**src/rtl/tlft_pkg.sv**
```systemverilog
// Types and constants for the tank level fill timer.
package tlft_pkg;

    localparam int THR_W  = 12;
    localparam int MODE_W = 3;
    localparam int CFG_W  = 12;
    localparam int TIME_W = 16;
    localparam int SUM_W  = 32;
    localparam int DVD_W  = 32;
    localparam int DVS_W  = 16;
    localparam int MUL_W  = 23;

    localparam logic [0:0] REG_PUMPING_MODE  = 1'b0;
    localparam logic [0:0] REG_WET_THRESHOLD = 1'b1;

    localparam logic [MODE_W-1:0] MODE_SUPPLY     = 3'd2;
    localparam logic [THR_W-1:0]  THR_RESET       = 12'd1000;
    localparam logic [TIME_W-1:0] PROG_FULL       = 16'd100;
    localparam logic [TIME_W-1:0] PROG_EMPTY      = 16'd0;
    localparam logic [TIME_W-1:0] PROG_FLAT       = 16'd50;
    localparam logic [TIME_W-1:0] AVG_MIN         = 16'd10;
    localparam logic [TIME_W-1:0] U16_MAX         = 16'hFFFF;

    typedef enum logic [2:0] {
        ST_UNKNOWN = 3'd0,
        ST_FULL    = 3'd1,
        ST_DRAIN   = 3'd2,
        ST_FILL    = 3'd3,
        ST_EMPTY   = 3'd4,
        ST_ERROR   = 3'd5
    } status_t;

    typedef enum logic [1:0] {
        EV_NONE  = 2'd0,
        EV_FULL  = 2'd1,
        EV_EMPTY = 2'd2
    } evt_t;

    typedef enum logic [1:0] {
        SEQ_IDLE,
        SEQ_DIV,
        SEQ_PUSH
    } seq_state_t;

    typedef enum logic [1:0] {
        TGT_FILL_AVG,
        TGT_DRAIN_AVG,
        TGT_PROGRESS
    } div_tgt_t;

endpackage

```
**src/rtl/tlft_div.sv**
```systemverilog
// Restoring radix-2 divider, one quotient bit per cycle.
module tlft_div import tlft_pkg::*;
(
    input  logic             clk,
    input  logic             rst_n,
    input  logic             start,
    input  logic [DVD_W-1:0] dividend,
    input  logic [DVS_W-1:0] divisor,
    output logic             done,
    output logic [DVD_W-1:0] quotient
);

    localparam int CNT_W = $clog2(DVD_W);

    logic             busy_reg, busy_next;
    logic             done_reg, done_next;
    logic [CNT_W-1:0] cnt_reg, cnt_next;
    logic [DVS_W:0]   rem_reg, rem_next;
    logic [DVD_W-1:0] quo_reg, quo_next;
    logic [DVS_W-1:0] dvs_reg, dvs_next;

    logic [DVS_W:0]   rem_shift;
    logic [DVS_W:0]   rem_diff;
    logic             fits;

    assign rem_shift = {rem_reg[DVS_W-1:0], quo_reg[DVD_W-1]};
    assign fits      = rem_shift >= {1'b0, dvs_reg};
    assign rem_diff  = rem_shift - {1'b0, dvs_reg};

    always_comb
    begin
        busy_next = busy_reg;
        done_next = 1'b0;
        cnt_next  = cnt_reg;
        rem_next  = rem_reg;
        quo_next  = quo_reg;
        dvs_next  = dvs_reg;
        if (start)
        begin
            busy_next = 1'b1;
            cnt_next  = '0;
            rem_next  = '0;
            quo_next  = dividend;
            dvs_next  = divisor;
        end
        else if (busy_reg)
        begin
            quo_next = {quo_reg[DVD_W-2:0], fits};
            rem_next = fits ? rem_diff : rem_shift;
            cnt_next = cnt_reg + 1'b1;
            if (cnt_reg == CNT_W'(DVD_W - 1))
            begin
                busy_next = 1'b0;
                done_next = 1'b1;
            end
        end
    end

    always_ff @(posedge clk or negedge rst_n)
    begin
        if (!rst_n)
        begin
            busy_reg <= 1'b0;
            done_reg <= 1'b0;
            cnt_reg  <= '0;
        end
        else
        begin
            busy_reg <= busy_next;
            done_reg <= done_next;
            cnt_reg  <= cnt_next;
        end
    end

    always_ff @(posedge clk)
    begin
        rem_reg <= rem_next;
        quo_reg <= quo_next;
        dvs_reg <= dvs_next;
    end

    assign done     = done_reg;
    assign quotient = quo_reg;

endmodule

```
**src/rtl/tank_level_fill_timer.sv**
```systemverilog
// Tank level fill timer top level: classifier, interval timers and sequencer.
//
// Usage:
//   One request per sensor tick on the input channel (in_valid/in_ready)
//   carries the low and high level sensor samples. One result per request
//   leaves on the output channel (out_valid/out_ready): level status and
//   held progress. Registers are written on cfg_we (index 0 pumping mode,
//   index 1 wet threshold); the user must do so only while the block is
//   idle, as the block itself does not enforce it. A request that needs
//   no division goes straight from the idle state to the push state. One
//   that closes an interval (sum / count) or updates progress from a timer
//   (time*100 / average) first waits in the divide state: one shared
//   restoring divider yields one quotient bit per cycle, raises done, and
//   its quotient is written back before the push. One request at a time:
//   in_ready is high in the idle state only.
//   The result sits in an output register; a new request is taken while
//   it waits. If the receiver stalls, a finished result waits in the
//   sequencer until the output register frees up.
//   Reset: mode 2, threshold 1000, all timers, sums, counts, averages and
//   progress cleared, no full or empty event seen yet.
module tank_level_fill_timer import tlft_pkg::*;
#(
    parameter int ADC_BITS = 12
)
(
    input  logic                clk,
    input  logic                rst_n,
    input  logic                cfg_we,
    input  logic [0:0]          cfg_index,
    input  logic [CFG_W-1:0]    cfg_data,
    input  logic                in_valid,
    output logic                in_ready,
    input  logic [ADC_BITS-1:0] low_sensor_adc,
    input  logic [ADC_BITS-1:0] high_sensor_adc,
    output logic                out_valid,
    input  logic                out_ready,
    output logic [2:0]          level_status,
    output logic [15:0]         progress
);

    localparam int CW = (ADC_BITS > THR_W) ? ADC_BITS : THR_W;

    // configuration
    logic [MODE_W-1:0] mode_reg;
    logic [THR_W-1:0]  thr_reg;

    // sequencer
    seq_state_t state_reg, state_next;
    div_tgt_t   tgt_reg, tgt_next;
    status_t    pend_status_reg, pend_status_next;

    // tank state
    status_t           prev_status_reg, prev_status_next;
    evt_t              last_event_reg, last_event_next;
    logic [TIME_W-1:0] progress_reg, progress_next;
    logic [TIME_W-1:0] fill_time_reg, fill_time_next;
    logic [SUM_W-1:0]  fill_sum_reg, fill_sum_next;
    logic [TIME_W-1:0] fill_count_reg, fill_count_next;
    logic [TIME_W-1:0] fill_avg_reg, fill_avg_next;
    logic [TIME_W-1:0] drain_time_reg, drain_time_next;
    logic [SUM_W-1:0]  drain_sum_reg, drain_sum_next;
    logic [TIME_W-1:0] drain_count_reg, drain_count_next;
    logic [TIME_W-1:0] drain_avg_reg, drain_avg_next;

    // output register
    logic              out_valid_reg, out_valid_next;
    status_t           level_status_reg;
    logic [TIME_W-1:0] progress_out_reg;

    // control
    logic accept, need_div, div_start, div_done, push, out_free;

    // datapath
    logic [CW-1:0]     thr_c;
    logic              lo_wet, hi_wet;
    logic [TIME_W-1:0] fill_time_inc, drain_time_inc;
    logic [TIME_W-1:0] fill_count_inc, drain_count_inc;
    logic [SUM_W:0]    fill_sum_raw, drain_sum_raw;
    logic [SUM_W-1:0]  fill_sum_sat, drain_sum_sat;
    logic [MUL_W-1:0]  fill_mul, drain_mul;
    logic [DVD_W-1:0]  div_dividend, div_quotient;
    logic [DVS_W-1:0]  div_divisor;
    logic [TIME_W-1:0] quo_sat;

    assign out_free = !out_valid_reg || out_ready;
    assign accept   = in_valid && in_ready;

    // configuration writes
    always_ff @(posedge clk or negedge rst_n)
    begin
        if (!rst_n)
        begin
            mode_reg <= MODE_SUPPLY;
            thr_reg  <= THR_RESET;
        end
        else if (cfg_we)
        begin
            case (cfg_index)
                REG_PUMPING_MODE:  mode_reg <= cfg_data[MODE_W-1:0];
                REG_WET_THRESHOLD: thr_reg  <= cfg_data[THR_W-1:0];
                default:           mode_reg <= mode_reg;
            endcase
        end
    end

    // sequencer next state
    always_comb
    begin
        state_next = state_reg;
        case (state_reg)
            SEQ_IDLE:
            begin
                if (accept)
                    state_next = need_div ? SEQ_DIV : SEQ_PUSH;
            end
            SEQ_DIV:
            begin
                if (div_done)
                    state_next = SEQ_PUSH;
            end
            SEQ_PUSH:
            begin
                if (out_free)
                    state_next = SEQ_IDLE;
            end
            default: state_next = SEQ_IDLE;
        endcase
    end

    // sequencer outputs
    always_comb
    begin
        in_ready  = 1'b0;
        push      = 1'b0;
        case (state_reg)
            SEQ_IDLE: in_ready = 1'b1;
            SEQ_PUSH: push     = out_free;
            default:  in_ready = 1'b0;
        endcase
        div_start = accept && need_div;
    end

    // wet detection, threshold taken in its low ADC_BITS
    assign thr_c  = CW'(thr_reg) & CW'({ADC_BITS{1'b1}});
    assign lo_wet = CW'(low_sensor_adc) <= thr_c;
    assign hi_wet = CW'(high_sensor_adc) <= thr_c;

    // saturating timers, counts and sums
    assign fill_time_inc   = (fill_time_reg == U16_MAX) ? U16_MAX : fill_time_reg + 1'b1;
    assign drain_time_inc  = (drain_time_reg == U16_MAX) ? U16_MAX : drain_time_reg + 1'b1;
    assign fill_count_inc  = (fill_count_reg == U16_MAX) ? U16_MAX : fill_count_reg + 1'b1;
    assign drain_count_inc = (drain_count_reg == U16_MAX) ? U16_MAX
                                                          : drain_count_reg + 1'b1;
    assign fill_sum_raw    = {1'b0, fill_sum_reg} + (SUM_W + 1)'(fill_time_reg);
    assign drain_sum_raw   = {1'b0, drain_sum_reg} + (SUM_W + 1)'(drain_time_reg);
    assign fill_sum_sat    = fill_sum_raw[SUM_W] ? '1 : fill_sum_raw[SUM_W-1:0];
    assign drain_sum_sat   = drain_sum_raw[SUM_W] ? '1 : drain_sum_raw[SUM_W-1:0];

    // time * 100 as shifts: 64 + 32 + 4
    assign fill_mul  = (MUL_W'(fill_time_inc) << 6) + (MUL_W'(fill_time_inc) << 5)
                     + (MUL_W'(fill_time_inc) << 2);
    assign drain_mul = (MUL_W'(drain_time_inc) << 6) + (MUL_W'(drain_time_inc) << 5)
                     + (MUL_W'(drain_time_inc) << 2);

    assign quo_sat = (div_quotient[DVD_W-1:TIME_W] != '0) ? U16_MAX
                                                          : div_quotient[TIME_W-1:0];

    // tank state update
    always_comb
    begin
        prev_status_next = prev_status_reg;
        last_event_next  = last_event_reg;
        progress_next    = progress_reg;
        fill_time_next   = fill_time_reg;
        fill_sum_next    = fill_sum_reg;
        fill_count_next  = fill_count_reg;
        fill_avg_next    = fill_avg_reg;
        drain_time_next  = drain_time_reg;
        drain_sum_next   = drain_sum_reg;
        drain_count_next = drain_count_reg;
        drain_avg_next   = drain_avg_reg;
        pend_status_next = pend_status_reg;
        tgt_next         = tgt_reg;
        need_div         = 1'b0;
        div_dividend     = DVD_W'(fill_mul);
        div_divisor      = fill_avg_reg;

        if (accept)
        begin
            pend_status_next = ST_UNKNOWN;
            if (mode_reg == MODE_SUPPLY)
            begin
                if (lo_wet && hi_wet)
                begin
                    pend_status_next = ST_FULL;
                    prev_status_next = ST_FULL;
                    if (prev_status_reg != ST_FULL)
                    begin
                        last_event_next = EV_FULL;
                        fill_sum_next   = fill_sum_sat;
                        fill_count_next = fill_count_inc;
                        fill_time_next  = '0;
                        progress_next   = PROG_FULL;
                        need_div        = 1'b1;
                        tgt_next        = TGT_FILL_AVG;
                        div_dividend    = fill_sum_sat;
                        div_divisor     = fill_count_inc;
                    end
                end
                else if (lo_wet)
                begin
                    prev_status_next = ST_UNKNOWN;
                    if (last_event_reg == EV_FULL)
                    begin
                        pend_status_next = ST_DRAIN;
                        prev_status_next = ST_DRAIN;
                        drain_time_next  = drain_time_inc;
                        tgt_next         = TGT_PROGRESS;
                        div_dividend     = DVD_W'(drain_mul);
                        div_divisor      = drain_avg_reg;
                        if (drain_avg_reg > AVG_MIN)
                            need_div = 1'b1;
                        else
                            progress_next = PROG_FLAT;
                    end
                    else if (last_event_reg == EV_EMPTY)
                    begin
                        pend_status_next = ST_FILL;
                        prev_status_next = ST_FILL;
                        fill_time_next   = fill_time_inc;
                        tgt_next         = TGT_PROGRESS;
                        div_dividend     = DVD_W'(fill_mul);
                        div_divisor      = fill_avg_reg;
                        if (fill_avg_reg > AVG_MIN)
                            need_div = 1'b1;
                        else
                            progress_next = PROG_FLAT;
                    end
                end
                else if (!hi_wet)
                begin
                    pend_status_next = ST_EMPTY;
                    prev_status_next = ST_EMPTY;
                    if (prev_status_reg != ST_EMPTY)
                    begin
                        last_event_next  = EV_EMPTY;
                        drain_sum_next   = drain_sum_sat;
                        drain_count_next = drain_count_inc;
                        drain_time_next  = '0;
                        progress_next    = PROG_EMPTY;
                        need_div         = 1'b1;
                        tgt_next         = TGT_DRAIN_AVG;
                        div_dividend     = drain_sum_sat;
                        div_divisor      = drain_count_inc;
                    end
                end
                else
                begin
                    // high wet with low dry: sensor fault, state untouched
                    pend_status_next = ST_ERROR;
                end
            end
        end

        if (state_reg == SEQ_DIV && div_done)
        begin
            case (tgt_reg)
                TGT_FILL_AVG:  fill_avg_next  = quo_sat;
                TGT_DRAIN_AVG: drain_avg_next = quo_sat;
                TGT_PROGRESS:  progress_next  = quo_sat;
                default:       progress_next  = progress_reg;
            endcase
        end
    end

    assign out_valid_next = push ? 1'b1 : (out_ready ? 1'b0 : out_valid_reg);

    always_ff @(posedge clk or negedge rst_n)
    begin
        if (!rst_n)
        begin
            state_reg       <= SEQ_IDLE;
            tgt_reg         <= TGT_FILL_AVG;
            pend_status_reg <= ST_UNKNOWN;
            prev_status_reg <= ST_UNKNOWN;
            last_event_reg  <= EV_NONE;
            progress_reg    <= '0;
            fill_time_reg   <= '0;
            fill_sum_reg    <= '0;
            fill_count_reg  <= '0;
            fill_avg_reg    <= '0;
            drain_time_reg  <= '0;
            drain_sum_reg   <= '0;
            drain_count_reg <= '0;
            drain_avg_reg   <= '0;
            out_valid_reg   <= 1'b0;
        end
        else
        begin
            state_reg       <= state_next;
            tgt_reg         <= tgt_next;
            pend_status_reg <= pend_status_next;
            prev_status_reg <= prev_status_next;
            last_event_reg  <= last_event_next;
            progress_reg    <= progress_next;
            fill_time_reg   <= fill_time_next;
            fill_sum_reg    <= fill_sum_next;
            fill_count_reg  <= fill_count_next;
            fill_avg_reg    <= fill_avg_next;
            drain_time_reg  <= drain_time_next;
            drain_sum_reg   <= drain_sum_next;
            drain_count_reg <= drain_count_next;
            drain_avg_reg   <= drain_avg_next;
            out_valid_reg   <= out_valid_next;
        end
    end

    always_ff @(posedge clk)
    begin
        if (push)
        begin
            level_status_reg <= pend_status_reg;
            progress_out_reg <= progress_reg;
        end
    end

    tlft_div u_div
    (
        .clk      (clk),
        .rst_n    (rst_n),
        .start    (div_start),
        .dividend (div_dividend),
        .divisor  (div_divisor),
        .done     (div_done),
        .quotient (div_quotient)
    );

    assign out_valid    = out_valid_reg;
    assign level_status = level_status_reg;
    assign progress     = progress_out_reg;

endmodule

```
**config.mk**
```make
export PLATFORM = sky130hd
export DESIGN_NAME = tank_level_fill_timer
export DESIGN_NICKNAME = d
export VERILOG_FILES = /design/src/rtl/tlft_pkg.sv /design/src/rtl/tlft_div.sv /design/src/rtl/tank_level_fill_timer.sv
export SDC_FILE = /design/constraint.sdc
export NUM_CORES = 1
export LEC_CHECK = 0
export CORE_UTILIZATION = 70
export DETAILED_ROUTE_END_ITERATION = 8
export DONT_BUFFER_PORTS = 1
export PLACE_DENSITY = 0.86
export SETUP_SLACK_MARGIN = 0.4
export SLEW_MARGIN = 40
export SYNTH_ARGS = -nofsm -noshare
export SYNTH_HDL_FRONTEND = slang
export SYNTH_SLANG_ARGS = --single-unit
```
**constraint.sdc**
```tcl
create_clock -name clk -period 13.3 [get_ports clk]
set_input_delay 1.995 -clock clk [delete_from_list [all_inputs] [get_ports clk]]
set_output_delay 1.995 -clock clk [all_outputs]
set_load 0.005 [all_outputs]
```
==> results of run 1 <==
[layer usage]
metal | global-route usage | wire, um | vias to the layer above
met5 | 0 | 0 | -
met4 | 0.1589 | 2404 | 0
met3 | 0.05752 | 5479 | 167
met2 | 0.6421 | 26570 | 973
met1 | 0.5035 | 22010 | 8557
li1 | - | - | 8145
[layout by cell type, fill, tap and decap left out, types with 33 or more instances in the layout]
cell	synthesis	routed
dfrtp_1	204	203
inv_1	120	120
edfxtp_1	67	67
ha_1	126	126
nor3_1	44	42
a21oi_1	176	175
a21o_1	33	33
a31oi_1	67	66
nand3_1	58	58
xor2_1	39	39
nand2_1	210	208
xnor2_1	68	68
o21ai_0	174	173
nor2_1	205	205
[per-stage QoR]
stage               worst slack (ns)  power (uW)
floorplan                      8.159        2056
global placement               7.491        2298
detailed placement             7.214        2350
CTS                            7.197        3248
global route                   6.958        3425
finish                         7.277        3273
[area by class of cell]
type | count | share of cell area
sequential | 294 | 0.3556
timing repair buffer | 18 | 0.006305
multi-input combinational | 1733 | 0.5467
clock inverter | 12 | 0.007764
inverter | 121 | 0.02119
clock buffer | 44 | 0.04034
tap | 378 | 0.02207
[final timing paths]
| check | startpoint | slack, ns | endpoint |
|---|---|---|---|
| min in group asynchronous | rst_n | 1.13 | fill_time_reg[14]$_DFFE_PN0P_ |
| max in group asynchronous | rst_n | 11.61 | u_div.busy_reg$_DFF_PN0_ |
| hold / removal | progress_reg[15]$_DFFE_PN0P_ | 0.45 | progress[15]$_DFFE_PP_ |
| setup / recovery | fill_time_reg[0]$_DFFE_PN0P_ | 7.28 | u_div.quotient[22]$_DFFE_PP_ |
| setup reg to reg | fill_time_reg[0]$_DFFE_PN0P_ | 7.28 | u_div.quotient[22]$_DFFE_PP_ |
| hold reg to reg | progress_reg[15]$_DFFE_PN0P_ | 0.45 | progress[15]$_DFFE_PP_ |
[synthesized netlist by cell type (all sizes together) (18+ instances only)]
master	number	area share
a211oi	31	0.012
a21o	34	0.013
a21oi	177	0.044
a31oi	67	0.021
and3	33	0.011
buf	42	0.013
clkbuf	47	0.0098
dfrtp	204	0.25
edfxtp	67	0.10
fa	25	0.025
ha	126	0.078
inv	121	0.022
mux2	27	0.015
nand2	210	0.039
nand2b	18	0.0056
nand3	61	0.016
nand4	34	0.012
nor2	210	0.040
nor3	50	0.014
o211ai	19	0.0082
o21a	26	0.010
o21ai	182	0.045
o2bb2ai	18	0.0078
o31ai	23	0.0086
or3	22	0.0073
xnor2	68	0.029
xor2	39	0.017
[logic make-up (layout without fill, tap and decap cells)]
kind of cell             Yosys count  in the layout  share of synthesized area
AND/OR/NAND/NOR                  723            723                     0.1764
AO/OA/AOI/OAI                    713            713                     0.2305
flip-flops                       294            294                     0.3775
buffers and inverters            210            195                    0.04536
adder cells (fa/ha/maj)          151            151                     0.1029
XOR/XNOR                         107            107                    0.04642
multiplexers                      39             39                    0.02101
[critical path: stages, from the launching register on]
cell	delay (ns)
dfrtp_1	0.50
ha_1	0.30
nand3_1	0.10
nor2_1	0.28
nand3_1	0.22
or2_2	0.39
or3_1	0.57
o21a_1	0.25
fa_1	0.52
inv_1	0.05
ha_1	0.37
a2111oi_0	0.45
o21ai_0	0.21
a311oi_1	0.35
o21ai_0	0.13
a21o_1	0.22
a211oi_1	0.57
a311o_1	0.21
a31oi_1	0.07
[power by group through the flow]
stage	combinational [uW]	sequential, uW	clock [uW]
floorplan	795	1260	0
global placement	981	1320	0
detailed placement	1020	1330	0
CTS	1040	1310	896
global route	1150	1340	929
finish	1060	1320	890
==> impl_metrics.json, run 1 <==
{
  "die_y_um": 171.8,
  "finalHoldViolations": 0,
  "cp-end-kind": "register",
  "drc_errors": 0,
  "final_nets": 2391,
  "synthesis.nets": 2430,
  "relSlewSlack": 0.4533,
  "place_area_sq_um": 20380,
  "async_reset_ff_frac": 0.7177,
  "holdWs_ns": 0.4492,
  "routabilityCongestion": 0.9832,
  "fin_crit_sh": 0.4529,
  "post_cts_buffers": 0,
  "max_freq_mhz": 166.0,
  "antenna_found_initial": 0,
  "power.switching_uw": 1182,
  "finalCriticalPeriod_ns": 6.024,
  "skew_ns": 0.01168,
  "final_cells": 2600,
  "cts_tree": "done",
  "worstPathArrival_ns": 6.33,
  "worst_ir_drop_vdd_mv": 0.1545,
  "seq_area_frac_synth": 0.3775,
  "min_path_type": "register to register",
  "fillers": 2002,
  "grt_pass1_wl_um": 88890,
  "cp-start-kind": "register",
  "internal_power_uw": 2091,
  "grt_start_max_net_pins": 212,
  "ys_warn_count": 0,
  "cts_resized": 0,
  "synth_cell_types": 115,
  "cap_violations": 0,
  "cts.clk_slew.worst_paths_ns": 0.07,
  "final_max_slew_viol_count": 0,
  "grt_use_total": 0.3854,
  "mappedNetlistArea_sq_um": 20190,
  "dpl.cell_count": 2544,
  "root_buffer": "clkbuf_16",
  "status": "completed",
  "dr.pass1.iters": 5,
  "rsz0062_at_grt": "no",
  "p_per_area_nw_per_um2": 152.7,
  "start_util": 0.7189,
  "htree_num_levels": 1,
  "r2r_cells": 18,
  "synth_seq_cells": 294,
  "worst_pin_slew_ns": 0.8200,
  "ant_nets": 0,
  "combPwrFrac": 0.324,
  "synth.avg_cell_area_sq_um": 9.026,
  "switching_share": 0.3613,
  "wl_per_cell_um": 21.72,
  "rows": 61,
  "regArea_sq_um": 7622,
  "wl_um": 56460,
  "final_util": 0.7631,
  "crit_type": "register to register",
  "core_sq_um": 28090,
  "port_buffers": 0,
  "synthCells": 2237,
  "clk_latency_ns": 0.57,
  "dr.first_iter.drc_count": 2087,
  "cts_sinks": 294,
  "cts.path.max_buffers": 3,
  "hold_depth": 0,
  "layout-drive-gt1-share": 0.07651,
  "cts_buffers": 30,
  "stdcell_area_sq_um": 21430,
  "dp.final_hpwl_um": 40300,
  "dieArea_sq_um": 29530,
  "grt_overflow": 0,
  "die_width_um": 171.8,
  "cts_hold_buf": 0,
  "setup_tns_ns": 0,
  "vias": 17840,
  "leakage_uw": 0.009556,
  "synth_edf_count": 67,
  "syn2layout_area_growth_pct": 6.154,
  "io_pins": 63,
  "ys.flop_type": "dfrtp_1",
  "viasPerCell": 6.862,
  "seq_power_share": 0.404,
  "crit_path_max_fanout": 10,
  "multi_input_area_sq_um": 11720,
  "worst_ep_required_time_ns": 13.61,
  "power.clock.fraction": 0.272,
  "grt_pass1_vias": 17180,
  "setup_viol": 0,
  "antenna_cells": 0
}
(Power assumes the default switching activity.)
==> inputs of run 2 (changes only) <==
--- a/config.mk
+++ b/config.mk
@@ -5,10 +5,11 @@
 export SDC_FILE = /design/constraint.sdc
 export NUM_CORES = 1
 export LEC_CHECK = 0
-export CORE_UTILIZATION = 70
+export ABC_AREA = 1
+export CORE_UTILIZATION = 66
 export DETAILED_ROUTE_END_ITERATION = 8
 export DONT_BUFFER_PORTS = 1
-export PLACE_DENSITY = 0.86
+export PLACE_DENSITY = 0.82
 export SETUP_SLACK_MARGIN = 0.4
 export SLEW_MARGIN = 40
 export SYNTH_ARGS = -nofsm -noshare
==> constraint.sdc (replaced) <==
create_clock -name clk -period 6.1 [get_ports clk]
set_input_delay 0.915 -clock clk [delete_from_list [all_inputs] [get_ports clk]]
set_output_delay 0.915 -clock clk [all_outputs]
set_load 0.005 [all_outputs]
==> run 2 against run 1 <==
Worst setup slack got worse by 5.6 ns; critical path type unchanged; sequential power rose to 2.5 times the previous value; die area rose by 15%; critical endpoint is now u_div.quotient[18]$_DFFE_PP_; highest routed layer unchanged.
==> impl_metrics.json, run 2 <==
{
  "status": "completed",
  "worst_ir_drop_vdd_mv": 0.7082,
  "root_buffer": "clkbuf_16",
  "die_y_um": 184.4,
  "relSlewSlack": 0.4645,
  "final_common_cell": "nand2_1",
  "dp.final_hpwl_um": 50110,
  "grt_pass1_wl_um": 105300,
  "fin_ws_ns": 1.683,
  "grt_start_max_net_pins": 212,
  "antenna_cells": 0,
  "ant_nets": 0,
  "multi_input_area_sq_um": 12390,
  "seq_area_frac_synth": 0.3470,
  "mappedNetlistArea_sq_um": 21960,
  "startpoint": "drain_time_reg[1]$_DFFE_PN0P_",
  "worst_pin_slew_ns": 0.7984,
  "cap_violations": 0,
  "synth_common_cells": "nand2_1 (944), inv_1 (404), nor2_1 (288)",
  "wl_met1_um": 26310,
  "timing.rr.start": "drain_time_reg[1]$_DFFE_PN0P_",
  "r2r_cells": 23,
  "synth.avg_cell_area_sq_um": 7.011,
  "io_pins": 63,
  "dr.pass1.iters": 9,
  "core_sq_um": 32620,
  "vias": 21660,
  "cts_resized": 0,
  "async_reset_ff_frac": 0.7177,
  "synthTopCellsByArea": "dfrtp_1 (23%), nand2_1 (16%), edfxtp_1 (9.2%)",
  "dieArea_sq_um": 34010,
  "skew_ns": 0.01898,
  "cp-end-kind": "register",
  "cts_tree": "done",
  "drc_errors": 0,
  "cts_hold_buf": 0,
  "final_nets": 3305,
  "top_layer_used": "met4",
  "setup_viol": 0,
  "crit_path_max_fanout": 11,
  "wl_per_cell_um": 18.50,
  "wl_met2_um": 30110,
  "worstPathArrival_ns": 4.71,
  "layout-drive-gt1-share": 0.05320,
  "setup_tns_ns": 0,
  "synthesis.nets": 3325,
  "port_buffers": 0,
  "finalCriticalPeriod_ns": 4.417,
  "pre_cts_ws_ns": 1.661,
  "routabilityCongestion": 0.9879,
  "viasPerCell": 6.049,
  "min_path_type": "input pin to asynchronous set/reset pin",
  "synth_seq_cells": 294,
  "grt_pass1_vias": 20160,
  "final_max_slew_viol_count": 0,
  "fin_crit_sh": 0.7241,
  "p_per_area_nw_per_um2": 645.0,
  "cts_sinks": 294,
  "clk_latency_ns": 0.55,
  "syn2layout_area_growth_pct": 7.247,
  "synth.largest_area_cell": "dfrtp_1",
  "fillers": 2698,
  "die_width_um": 184.4,
  "regArea_sq_um": 7621,
  "cts.path.max_buffers": 3,
  "grt_use_total": 0.3949,
  "crit_type": "register to register",
  "synthCells": 3132,
  "cp-start-kind": "register",
  "antenna_found_initial": 0,
  "max_freq_mhz": 226.4,
  "ys_warn_count": 0,
  "ys.flop_type": "dfrtp_1",
  "power_uw": 15190,
  "grt_overflow": 0,
  "start_util": 0.6732,
  "dr_wl_met3_um": 6351,
  "rows": 66,
  "cts_buffers": 35,
  "cts.clk_slew.worst_paths_ns": 0.06,
  "rsz0062_at_grt": "no",
  "wl_um": 66250,
  "leakage_uw": 0.01216,
  "finalHoldViolations": 0,
  "worst_ep_required_time_ns": 6.39,
  "layout_common_cells": "nand2_1 (944), inv_1 (404), nor2_1 (287)",
  "dr.first_iter.drc_count": 2538,
  "yosysMostFrequentCell": "nand2_1",
  "synth_edf_count": 67,
  "synth_cell_types": 59,
  "yosysTopAreaCellShare": 0.2325,
  "post_cts_buffers": 0,
  "htree_num_levels": 2
}
run 2: logic make-up after synthesis:
family	after synthesis	share of synthesized area
adder cells (fa/ha/maj)	151	0.09458
XOR/XNOR	72	0.02872
AND/OR/NAND/NOR	1656	0.3221
AO/OA/AOI/OAI	461	0.1163
flip-flops	294	0.3470
buffers and inverters	498	0.09116
run 2: critical path: stages, from the launching register on:
cell and delay, ns:
dfrtp_1 0.43, ha_1 0.21, nand3_1 0.15, inv_1 0.09
nand2_1 0.09, nor3_2 0.59, nor2_1 0.20, inv_1 0.13
nand2_1 0.07, o21ai_0 0.07, inv_1 0.06, ha_1 0.27
ha_1 0.23, fa_1 0.41, nand2_1 0.11, o21bai_1 0.11
nand2_1 0.08, nand2_1 0.11, a21o_1 0.20, or2_2 0.27
nand3_1 0.08, nand3_1 0.08, nand2_1 0.07, nand3_1 0.06
run 2: layout make-up:
| cell class | count | area share |
|---|---|---|
| tap | 442 | 0.02348 |
| clock buffer | 45 | 0.03963 |
| sequential | 294 | 0.3236 |
| multi-input combinational | 2340 | 0.5259 |
| timing repair buffer | 22 | 0.008288 |
| clock inverter | 19 | 0.01217 |
| inverter | 419 | 0.06694 |
run 2: worst paths after layout:
| kind | end | slack (ns) |
|---|---|---|
| max in group asynchronous | fill_sum_reg[16]$_DFFE_PN0P_ | 5.66 |
| setup reg to reg | u_div.quotient[18]$_DFFE_PP_ | 1.68 |
| hold reg to reg | progress[1]$_DFFE_PP_ | 0.46 |
| setup / recovery | u_div.quotient[18]$_DFFE_PP_ | 1.68 |
| min in group clk | progress[1]$_DFFE_PP_ | 0.46 |
| hold / removal | thr_c[10]$_DFFE_PN0P_ | 0.06 |
run 2: routing by layer:
layer	global-route usage	vias up
met1	0.5169	10110
met2	0.6258	1165
met5	0	-
met3	0.07548	212
met4	0.1960	0
li1	-	10180
run 2: report_power, final:
| group | internal [uW] | switching, uW | leakage (uW) | total (uW) |
|---|---|---|---|---|
| combinational | 3150 | 6420 | 0.00821 | 9570 |
| clock | 1360 | 913 | 0.000596 | 2270 |
| sequential | 2750 | 604 | 0.00335 | 3350 |
run 2: per-stage QoR:
stage,area [sq um],std cells,util,hold slack [ns]
floorplan,21960,3132,-,0.4249
CTS,23510,3579,0.7207,0.05624
global route,23550,3581,0.7220,0.05476
finish,23550,3581,0.7220,0.06038
global placement,22240,3512,0.6817,0.4532
detailed placement,22290,3515,0.6833,0.4453
